==> config.mk <==
export PLATFORM = sky130hd
export DESIGN_NAME = held_lock_lifo_checker_top_flat
export DESIGN_NICKNAME = d
export VERILOG_FILES = /design/src/hdl/hlc_pkg.sv /design/src/hdl/hlc_if.sv /design/src/hdl/held_lock_lifo_checker_top.sv /design/src/hdl/hlc_cell.sv /design/src/hdl/hlc_cfg.sv /design/src/flat_wrapper.sv
export SDC_FILE = /design/constraint.sdc
export NUM_CORES = 2
export LEC_CHECK = 0
export BUFFER_PORTS_ARGS = -buffer_cell sky130_fd_sc_hd__buf_4
export CORE_ASPECT_RATIO = 0.9
export CORE_MARGIN = 2
export CORE_UTILIZATION = 49
export CTS_BUF_LIST = sky130_fd_sc_hd__clkbuf_4
export DETAILED_ROUTE_END_ITERATION = 6
export PLACE_DENSITY_LB_ADDON = 0.2
export SLEW_MARGIN = 20
export SYNTH_ARGS = -nofsm -noshare
export SYNTH_HDL_FRONTEND = slang
export SYNTH_HIERARCHICAL = 1
export SYNTH_SLANG_ARGS = --single-unit
==> constraint.sdc <==
create_clock -name clk -period 6.65 [get_ports clk]
set_clock_uncertainty 0.1 [all_clocks]
set_input_delay 1.33 -clock clk [delete_from_list [all_inputs] [get_ports clk]]
set_output_delay 1.33 -clock clk [all_outputs]
set_load 0.03 [all_outputs]
==> src/hdl/hlc_pkg.sv <==
`timescale 1ns / 1ps
package hlc_pkg;

  localparam int unsigned ID_W    = 64;
  localparam int unsigned TAG_W   = 8;
  localparam int unsigned USAGE_W = 8;
  localparam int unsigned COUNT_W = 5;

  typedef enum logic [2:0] {
    OP_ACTIVATE = 3'd0,
    OP_PUSH     = 3'd1,
    OP_VALIDATE = 3'd2,
    OP_POP      = 3'd3,
    OP_CLASSIFY = 3'd4
  } op_t;

  typedef enum logic [2:0] {
    FAULT_NONE      = 3'd0,
    FAULT_USAGE     = 3'd1,
    FAULT_CAPACITY  = 3'd2,
    FAULT_UNTRACKED = 3'd3,
    FAULT_NON_LIFO  = 3'd4,
    FAULT_BAD_POP   = 3'd5
  } fault_t;

  typedef enum logic [1:0] {
    MODE_INACTIVE = 2'd0,
    MODE_ACTIVE   = 2'd1,
    MODE_DEGRADED = 2'd2
  } mode_t;

  typedef enum logic [0:0] {
    REG_UNUSED_USAGE = 1'b0,
    REG_IRQ_MASK     = 1'b1
  } cfg_reg_t;

  typedef struct packed {
    logic [ID_W-1:0]  id;
    logic [TAG_W-1:0] tag;
  } entry_t;

  typedef struct packed {
    logic push;
    logic pop;
  } shift_ctl_t;

endpackage

==> src/hdl/hlc_if.sv <==
`timescale 1ns / 1ps
interface hlc_in_if import hlc_pkg::*; ();
  logic               valid;
  logic               ready;
  logic [2:0]         operation;
  logic [ID_W-1:0]    lock_id;
  logic [3:0]         lock_kind;
  logic [3:0]         prior_level;
  logic [USAGE_W-1:0] old_usage;
  logic [USAGE_W-1:0] requested_usage;

  modport source (output valid, operation, lock_id, lock_kind, prior_level, old_usage,
                  requested_usage, input ready);
  modport sink (input valid, operation, lock_id, lock_kind, prior_level, old_usage,
                requested_usage, output ready);
endinterface

interface hlc_out_if import hlc_pkg::*; ();
  logic               valid;
  logic               ready;
  logic               pushed;
  logic [2:0]         fault_code;
  logic               usage_write;
  logic [USAGE_W-1:0] new_usage;
  logic [COUNT_W-1:0] held_count;

  modport source (output valid, pushed, fault_code, usage_write, new_usage, held_count,
                  input ready);
  modport sink (input valid, pushed, fault_code, usage_write, new_usage, held_count,
                output ready);
endinterface

==> src/hdl/held_lock_lifo_checker_top.sv <==
`timescale 1ns / 1ps
// Held spin-lock LIFO checker. Keeps a stack of up to STACK_DEPTH held locks
// (identity, kind, prior interrupt level) in a row of cells, top entry in cell 0,
// plus a checker mode (inactive, active, degraded). Each input transaction is one
// operation: activate, push, validate top, pop or classify; each yields exactly one
// result transaction carrying pushed, fault_code, usage_write, new_usage and the
// stack depth after the operation. Rate: one transaction per clock cycle while the
// sink keeps up; the result is registered and shows in the cycle after acceptance. The
// rate is set by the compare against the top cell and the shift of the whole cell row
// on push or pop. A registered result that waits for the sink does not block the next
// input as long as the sink takes it in the same cycle. Outside the active mode every
// operation except activate is ignored and only reports the depth. The two usage
// registers sit at byte addresses 0 and 4 and reset to 0 and 255.
module held_lock_lifo_checker_top import hlc_pkg::*; #(
  parameter int unsigned STACK_DEPTH = 16
) (
  input  logic        clk,
  input  logic        rst_n,
  hlc_in_if.sink      in_ch,
  hlc_out_if.source   out_ch,
  input  logic        psel,
  input  logic        penable,
  input  logic        pwrite,
  input  logic [2:0]  paddr,
  input  logic [31:0] pwdata,
  output logic [31:0] prdata,
  output logic        pready
);

  localparam int unsigned CNT_W = $clog2(STACK_DEPTH + 1);
  localparam int unsigned EXT_W = (CNT_W > COUNT_W) ? CNT_W : COUNT_W;

  // Configuration registers
  logic [USAGE_W-1:0] unused_usage;
  logic [USAGE_W-1:0] irq_mask;

  hlc_cfg u_cfg (
    .clk          (clk),
    .rst_n        (rst_n),
    .psel         (psel),
    .penable      (penable),
    .pwrite       (pwrite),
    .paddr        (paddr),
    .pwdata       (pwdata),
    .prdata       (prdata),
    .pready       (pready),
    .unused_usage (unused_usage),
    .irq_mask     (irq_mask)
  );

  // Control state
  mode_t            mode_r, mode_nxt;
  logic [CNT_W-1:0] depth_r, depth_nxt;

  // Output register
  logic               out_valid_r;
  logic               pushed_r, pushed_nxt;
  fault_t             fault_r, fault_nxt;
  logic               uwrite_r, uwrite_nxt;
  logic [USAGE_W-1:0] unew_r, unew_nxt;

  logic       acc;
  logic       active;
  logic       full;
  logic       empty;
  entry_t     new_entry;
  entry_t     top;
  logic       id_match;
  shift_ctl_t shift;
  logic [EXT_W-1:0] depth_ext;

  entry_t chain [STACK_DEPTH];

  // Take a new transaction whenever the result slot is free or drains this cycle.
  assign in_ch.ready = !out_valid_r || out_ch.ready;
  assign acc         = in_ch.valid && in_ch.ready;

  assign active    = (mode_r == MODE_ACTIVE);
  assign full      = (depth_r == CNT_W'(STACK_DEPTH));
  assign empty     = (depth_r == '0);
  assign new_entry = '{id: in_ch.lock_id, tag: {in_ch.lock_kind, in_ch.prior_level}};
  assign top       = chain[0];
  assign id_match  = (top.id == in_ch.lock_id);

  // Operation decode: compute the result and the next mode and depth.
  always_comb begin
    mode_nxt   = mode_r;
    depth_nxt  = depth_r;
    pushed_nxt = 1'b0;
    fault_nxt  = FAULT_NONE;
    uwrite_nxt = 1'b0;
    unew_nxt   = '0;
    shift      = '{push: 1'b0, pop: 1'b0};
    if (acc) begin
      unique case (in_ch.operation)
        OP_ACTIVATE: begin
          mode_nxt = MODE_ACTIVE;
        end
        OP_PUSH: begin
          if (active) begin
            if (full) begin
              // Out of room: report capacity and stop checking until reactivated.
              fault_nxt = FAULT_CAPACITY;
              mode_nxt  = MODE_DEGRADED;
            end else begin
              shift.push = 1'b1;
              pushed_nxt = 1'b1;
              depth_nxt  = depth_r + CNT_W'(1);
            end
          end
        end
        OP_VALIDATE: begin
          if (active) begin
            if (empty) begin
              fault_nxt = FAULT_UNTRACKED;
            end else if (!id_match || top.tag != new_entry.tag) begin
              fault_nxt = FAULT_NON_LIFO;
            end
          end
        end
        OP_POP: begin
          // Pop only checks identity and kind; the prior level may differ.
          if (active) begin
            if (empty || !id_match || top.tag[7:4] != in_ch.lock_kind) begin
              fault_nxt = FAULT_BAD_POP;
            end else begin
              shift.pop = 1'b1;
              depth_nxt = depth_r - CNT_W'(1);
            end
          end
        end
        OP_CLASSIFY: begin
          if (active) begin
            if (in_ch.old_usage == unused_usage) begin
              // First use of the lock: store the requested flags.
              uwrite_nxt = 1'b1;
              unew_nxt   = in_ch.requested_usage;
            end else if (((in_ch.old_usage ^ in_ch.requested_usage) & irq_mask) != '0) begin
              fault_nxt = FAULT_USAGE;
            end
          end
        end
        default: ;
      endcase
    end
  end

  always_ff @(posedge clk) begin
    if (!rst_n) begin
      mode_r  <= MODE_INACTIVE;
      depth_r <= '0;
    end else begin
      mode_r  <= mode_nxt;
      depth_r <= depth_nxt;
    end
  end

  // Cell row: cell 0 is the top; push feeds the new entry into it, pop pulls from below.
  for (genvar i = 0; i < STACK_DEPTH; i++) begin : g_cell
    entry_t above;
    entry_t below;
    if (i == 0) begin : g_first
      assign above = new_entry;
    end else begin : g_inner_above
      assign above = chain[i-1];
    end
    if (i == STACK_DEPTH - 1) begin : g_last
      assign below = chain[i];
    end else begin : g_inner_below
      assign below = chain[i+1];
    end
    hlc_cell u_cell (
      .clk   (clk),
      .ctl   (shift),
      .above (above),
      .below (below),
      .q     (chain[i])
    );
  end

  // Result register: load on accept, hold while the sink stalls.
  always_ff @(posedge clk) begin
    if (!rst_n) begin
      out_valid_r <= 1'b0;
    end else if (in_ch.ready) begin
      out_valid_r <= acc;
    end
  end

  always_ff @(posedge clk) begin
    if (acc) begin
      pushed_r <= pushed_nxt;
      fault_r  <= fault_nxt;
      uwrite_r <= uwrite_nxt;
      unew_r   <= unew_nxt;
    end
  end

  // held_count reports the depth held in the register, which is already post-operation.
  logic [EXT_W-1:0] count_r;
  always_ff @(posedge clk) begin
    if (acc) begin
      count_r <= EXT_W'(depth_nxt);
    end
  end
  assign depth_ext = count_r;

  assign out_ch.valid       = out_valid_r;
  assign out_ch.pushed      = pushed_r;
  assign out_ch.fault_code  = fault_r;
  assign out_ch.usage_write = uwrite_r;
  assign out_ch.new_usage   = unew_r;
  assign out_ch.held_count  = depth_ext[COUNT_W-1:0];

`ifndef SYNTHESIS
  a_depth_bound: assert property (@(posedge clk) disable iff (!rst_n)
    depth_r <= CNT_W'(STACK_DEPTH))
    else $error("stack depth beyond capacity");

  a_push_grows: assert property (@(posedge clk) disable iff (!rst_n)
    (acc && active && in_ch.operation == OP_PUSH && !full) |=>
      (depth_r == $past(depth_r) + CNT_W'(1)))
    else $error("accepted push did not grow the stack");

  a_uwrite_clean: assert property (@(posedge clk) disable iff (!rst_n)
    (out_ch.valid && out_ch.usage_write) |-> (out_ch.fault_code == FAULT_NONE))
    else $error("usage write reported together with a fault");
`endif

endmodule

==> src/hdl/hlc_cell.sv <==
`timescale 1ns / 1ps
module hlc_cell import hlc_pkg::*; (
  input  logic       clk,
  input  shift_ctl_t ctl,
  input  entry_t     above,
  input  entry_t     below,
  output entry_t     q
);

  entry_t entry_r;
  entry_t entry_nxt;

  // Push shifts the stack down one cell, pop shifts it up.
  always_comb begin
    entry_nxt = entry_r;
    if (ctl.push) begin
      entry_nxt = above;
    end else if (ctl.pop) begin
      entry_nxt = below;
    end
  end

  always_ff @(posedge clk) begin
    entry_r <= entry_nxt;
  end

  assign q = entry_r;

endmodule

==> src/hdl/hlc_cfg.sv <==
`timescale 1ns / 1ps
module hlc_cfg import hlc_pkg::*; (
  input  logic               clk,
  input  logic               rst_n,
  input  logic               psel,
  input  logic               penable,
  input  logic               pwrite,
  input  logic [2:0]         paddr,
  input  logic [31:0]        pwdata,
  output logic [31:0]        prdata,
  output logic               pready,
  output logic [USAGE_W-1:0] unused_usage,
  output logic [USAGE_W-1:0] irq_mask
);

  logic [USAGE_W-1:0] unused_usage_r;
  logic [USAGE_W-1:0] irq_mask_r;
  logic               wr_en;
  cfg_reg_t           reg_sel;

  assign pready  = 1'b1;
  assign wr_en   = psel & penable & pwrite;
  assign reg_sel = cfg_reg_t'(paddr[2]);

  always_ff @(posedge clk) begin
    if (!rst_n) begin
      unused_usage_r <= '0;
      irq_mask_r     <= '1;
    end else if (wr_en) begin
      unique case (reg_sel)
        REG_UNUSED_USAGE: unused_usage_r <= pwdata[USAGE_W-1:0];
        REG_IRQ_MASK:     irq_mask_r     <= pwdata[USAGE_W-1:0];
        default: ;
      endcase
    end
  end

  always_comb begin
    unique case (reg_sel)
      REG_UNUSED_USAGE: prdata = {{(32-USAGE_W){1'b0}}, unused_usage_r};
      REG_IRQ_MASK:     prdata = {{(32-USAGE_W){1'b0}}, irq_mask_r};
      default:          prdata = '0;
    endcase
  end

  assign unused_usage = unused_usage_r;
  assign irq_mask     = irq_mask_r;

endmodule
==> src/flat_wrapper.sv <==
// flat-port wrapper written by rule: the top's interface ports become plain ports
module held_lock_lifo_checker_top_flat import hlc_pkg::*;
#(
  parameter int unsigned STACK_DEPTH = 16
)
  (clk, rst_n, psel, penable, pwrite, paddr, pwdata, prdata, pready, in_ch_valid, in_ch_operation, in_ch_lock_id, in_ch_lock_kind, in_ch_prior_level, in_ch_old_usage, in_ch_requested_usage, in_ch_ready, out_ch_valid, out_ch_pushed, out_ch_fault_code, out_ch_usage_write, out_ch_new_usage, out_ch_held_count, out_ch_ready);
  hlc_in_if in_ch_i ();
  hlc_out_if out_ch_i ();
  input  logic clk;
  input  logic rst_n;
  input  logic psel;
  input  logic penable;
  input  logic pwrite;
  input  logic [2:0] paddr;
  input  logic [31:0] pwdata;
  output logic [31:0] prdata;
  output logic pready;
  input wire logic [$bits(in_ch_i.valid)-1:0] in_ch_valid;
  input wire logic [$bits(in_ch_i.operation)-1:0] in_ch_operation;
  input wire logic [$bits(in_ch_i.lock_id)-1:0] in_ch_lock_id;
  input wire logic [$bits(in_ch_i.lock_kind)-1:0] in_ch_lock_kind;
  input wire logic [$bits(in_ch_i.prior_level)-1:0] in_ch_prior_level;
  input wire logic [$bits(in_ch_i.old_usage)-1:0] in_ch_old_usage;
  input wire logic [$bits(in_ch_i.requested_usage)-1:0] in_ch_requested_usage;
  output wire logic [$bits(in_ch_i.ready)-1:0] in_ch_ready;
  output wire logic [$bits(out_ch_i.valid)-1:0] out_ch_valid;
  output wire logic [$bits(out_ch_i.pushed)-1:0] out_ch_pushed;
  output wire logic [$bits(out_ch_i.fault_code)-1:0] out_ch_fault_code;
  output wire logic [$bits(out_ch_i.usage_write)-1:0] out_ch_usage_write;
  output wire logic [$bits(out_ch_i.new_usage)-1:0] out_ch_new_usage;
  output wire logic [$bits(out_ch_i.held_count)-1:0] out_ch_held_count;
  input wire logic [$bits(out_ch_i.ready)-1:0] out_ch_ready;
  assign in_ch_i.valid = in_ch_valid;
  assign in_ch_i.operation = in_ch_operation;
  assign in_ch_i.lock_id = in_ch_lock_id;
  assign in_ch_i.lock_kind = in_ch_lock_kind;
  assign in_ch_i.prior_level = in_ch_prior_level;
  assign in_ch_i.old_usage = in_ch_old_usage;
  assign in_ch_i.requested_usage = in_ch_requested_usage;
  assign in_ch_ready = in_ch_i.ready;
  assign out_ch_valid = out_ch_i.valid;
  assign out_ch_pushed = out_ch_i.pushed;
  assign out_ch_fault_code = out_ch_i.fault_code;
  assign out_ch_usage_write = out_ch_i.usage_write;
  assign out_ch_new_usage = out_ch_i.new_usage;
  assign out_ch_held_count = out_ch_i.held_count;
  assign out_ch_i.ready = out_ch_ready;
  held_lock_lifo_checker_top #(.STACK_DEPTH(STACK_DEPTH)) u_core (.clk(clk), .rst_n(rst_n), .in_ch(in_ch_i), .out_ch(out_ch_i), .psel(psel), .penable(penable), .pwrite(pwrite), .paddr(paddr), .pwdata(pwdata), .prdata(prdata), .pready(pready));
endmodule
==> results.toml <==
[detailed_routing]
ant_nets = 0
drcViolationCount = 0
drtPass1Iterations = 6
avgViaCountPerCell = 5.40
post_drt_wl_per_cell_um = 23.9
wl_um = 119000
drt-initial-drc-count = 2360
vias = 27000

[setup_path]
critPathKind = "reg2reg"
r2r_slack_ns = 2.30
crit_chain = "xor2_1, nor4_1, nand4_1, nor3_4, nand2_1, nor2_1, buf_4, or2_4, buf_12"
path_buf_inv = 2
cp-end-kind = "flop"
cp-start-kind = "flop"
path_delay_family = "simple AND/OR/NAND/NOR gates"
crit_fanout = 36
slowest_stage = "nor4_1"
critPathArrivalTime_ns = 5.09
critPathMaxStageDelay_ns = 0.85
cp.required_ns = 7.39

[global_route]
met2_usage_pct = 28.8
grt_pass1_wl_um = 180000
grt_use_met3_pct = 4.58
grt_pass1_vias = 29200
globalRouteTotalUtil_pct = 19.7
grt_busiest_layer = "met2"
overflow = 0
grt_util_met1_pct = 28.8
grt_max_degree = 154
antenna_found_initial = 8

[pwr]
pwr-share-comb_pct = 1.7
switching_power_mw = 3.16
ir_drop_v = 0.000164
pwr-share-seq_pct = 55.5
p_int_mw = 11.5
p_sw_share_pct = 21.5
clockPowerShare_pct = 42.8
leakage_nw = 18.1
cellPowerDensity_mw_per_mm2 = 234

[clock_tree]
clock_latency_ns = 1.24
cts_tree = "done"
ctsLongestPathBuffers = 4
clk_pin_slew_worst_paths_ns = 0.06
postCtsHoldBufs = 0
cts.sinks = 1194
root_buffer = "clkbuf_4"
cts_inserted_buffers = 327
ctsResizeCount = 0
post_cts_buffers = 0
cts_max_level = 5

[synthesis]
synth.distinct_cells = 52
yosysWarningCount = 6
post_synth.cell_area_avg_um2 = 20.5
synth.yosys.seq_area_share_pct = 61.8
synth_cells = 2811
ys.flop_type = "edfxtp_1"
synth_edf_count = 1170
synthArstFlopShare_pct = 0
synth_seq_cells = 1194
syn_area_mm2 = 0.0576

[timing]
timing.fmax_ghz = 0.230
timing.final.crit_share_pct = 65.5
maxSlewViolCount = 0
finalHoldViolations = 0
relSlewSlack_pct = 36.7
tightest_slew_ns = 0.941
rsz0062_at_grt = "no"
fin_crit_ns = 4.35
setup_violations = 0
timing.setup.tns_ns = 0

[outcome]
status = "completed"

[place]
gp_congestion = 0.786
portBuffers = 134
hpwl_um = 67800
dp.cells = 4440

[hold_path]
hp-class = "in2reg"

[die]
initial_core_util_pct = 49.3
die_h_um = 329
core_area_mm2 = 0.117
die_area_mm2 = 0.120
die_x_um = 365
std_cell_rows = 119
ios = 186

[layout]
layout-drive-gt1-share_pct = 55.0
final_nets = 3334
final_common_cell = "edfxtp_1"
instances_no_fill = 4990
area_growth_pct = 9.05
mostFrequentLayoutCells = "edfxtp_1, mux2_4, clkbuf_4"

[flow_run]
cap_violations = 0
## sequential cells by signal, summed over array words and instances (netlist names)
register / count
u_core/out_ch.valid: 1
u_core/out_ch.usage_write: 1
u_core/out_ch.pushed: 1
u_core/out_ch.new_usage: 8
u_core/u_cfg/unused_usage: 8
u_core/out_ch.fault_code: 3
u_core/u_cfg/irq_mask: 8
u_core/g_cell.u_cell/q: 1152
u_core/mode_r: 2
u_core/out_ch.held_count: 5
u_core/depth_r: 5
## cells by family (layout without fill, tap and decap cells)
logic type	count (synthesis)	count (layout)	synth area share, %
flip-flops	1194	1194	61.8
other	2	34	0.0130
AND/OR/NAND/NOR	141	141	1.39
buffers and inverters	173	747	4.74
multiplexers	1179	1179	30.2
XOR/XNOR	89	89	1.35
AO/OA/AOI/OAI	30	30	0.387
adder cells (fa/ha/maj)	3	3	0.0652
## metal layers
metal | vias to the layer above | wire length, um
li1 | 11900 | -
met2 | 800 | 52100
met4 | 6 | 2810
met1 | 14100 | 57400
met3 | 220 | 6680
met5 | - | 35
## synth_stat cells, drive strengths merged (2+ instances only)
library cell | n | area (um2)
nand4 | 7 | 43.8
buf | 158 | 2650
nor4b | 2 | 17.5
and3 | 2 | 12.5
nand3 | 7 | 40.0
mux2i | 19 | 190
nor3 | 7 | 46.3
a31oi | 3 | 18.8
a211oi | 2 | 15.0
nand2b | 3 | 18.8
a21oi | 7 | 38.8
nor2 | 12 | 45.0
nand2 | 31 | 116
o41ai | 2 | 17.5
edfxtp | 1170 | 35100
ha | 3 | 37.5
a311oi | 2 | 17.5
a22oi | 4 | 30.0
clkbuf | 7 | 46.3
nor2b | 18 | 113
inv | 8 | 30.0
or3 | 2 | 12.5
a41oi | 2 | 17.5
xor2 | 88 | 771
and2 | 11 | 70.1
mux2 | 1160 | 17200
or2 | 16 | 100
nor4 | 19 | 119
conb | 2 | 7.51
dfxtp | 24 | 480
## final timing paths
| check | depth (start not counted) | startpoint | end |
|---|---|---|---|
| hold / removal | 2 | in_ch_lock_id[14] | u_core/g_cell[0].u_cell/q[22] |
| setup reg to reg | 9 | u_core/g_cell[0].u_cell/q[11] | u_core/g_cell[6].u_cell/q[22] |
| setup / recovery | 9 | u_core/g_cell[0].u_cell/q[11] | u_core/g_cell[6].u_cell/q[22] |
| hold reg to reg | 2 | u_core/u_cfg/unused_usage[7] | u_core/u_cfg/unused_usage[7] |
## power groups by stage
stage / Combinational (mW) / Sequential (mW) / Clock (mW)
3_5_place_dp: 0.248 / 8.31 / 0
4_1_cts: 0.249 / 8.14 / 6.53
2_1_floorplan: 0.120 / 8.32 / 0
5_1_grt: 0.261 / 8.14 / 6.93
6_report: 0.249 / 8.15 / 6.29
3_3_place_gp: 0.245 / 8.31 / 0
## cell type report
type,instances,area (um2)
clock inverters,63,273
clock buffers,476,3570
well taps,1573,1970
diodes,9,22.5
inverters,8,30.0
fillers,9245,53900
flip-flops and latches,1194,35600
multi-input cells,1467,19400
repair buffers,200,1930
## stage by stage
step	util [%]	total power, mW	hold WS (ns)	instance area [um2]	setup slack, ns
floorplan	-	8.44	0.357	57700	0.474
global placement	50.4	8.55	0.370	58900	1.06
detailed placement	50.4	8.56	0.384	58900	1.16
CTS	53.7	14.9	0.186	62700	2.19
global route	53.8	15.3	0.202	62800	2.02
finish	53.8	14.7	0.321	62800	2.30
No activity file was read; power rests on OpenSTA's default activity.
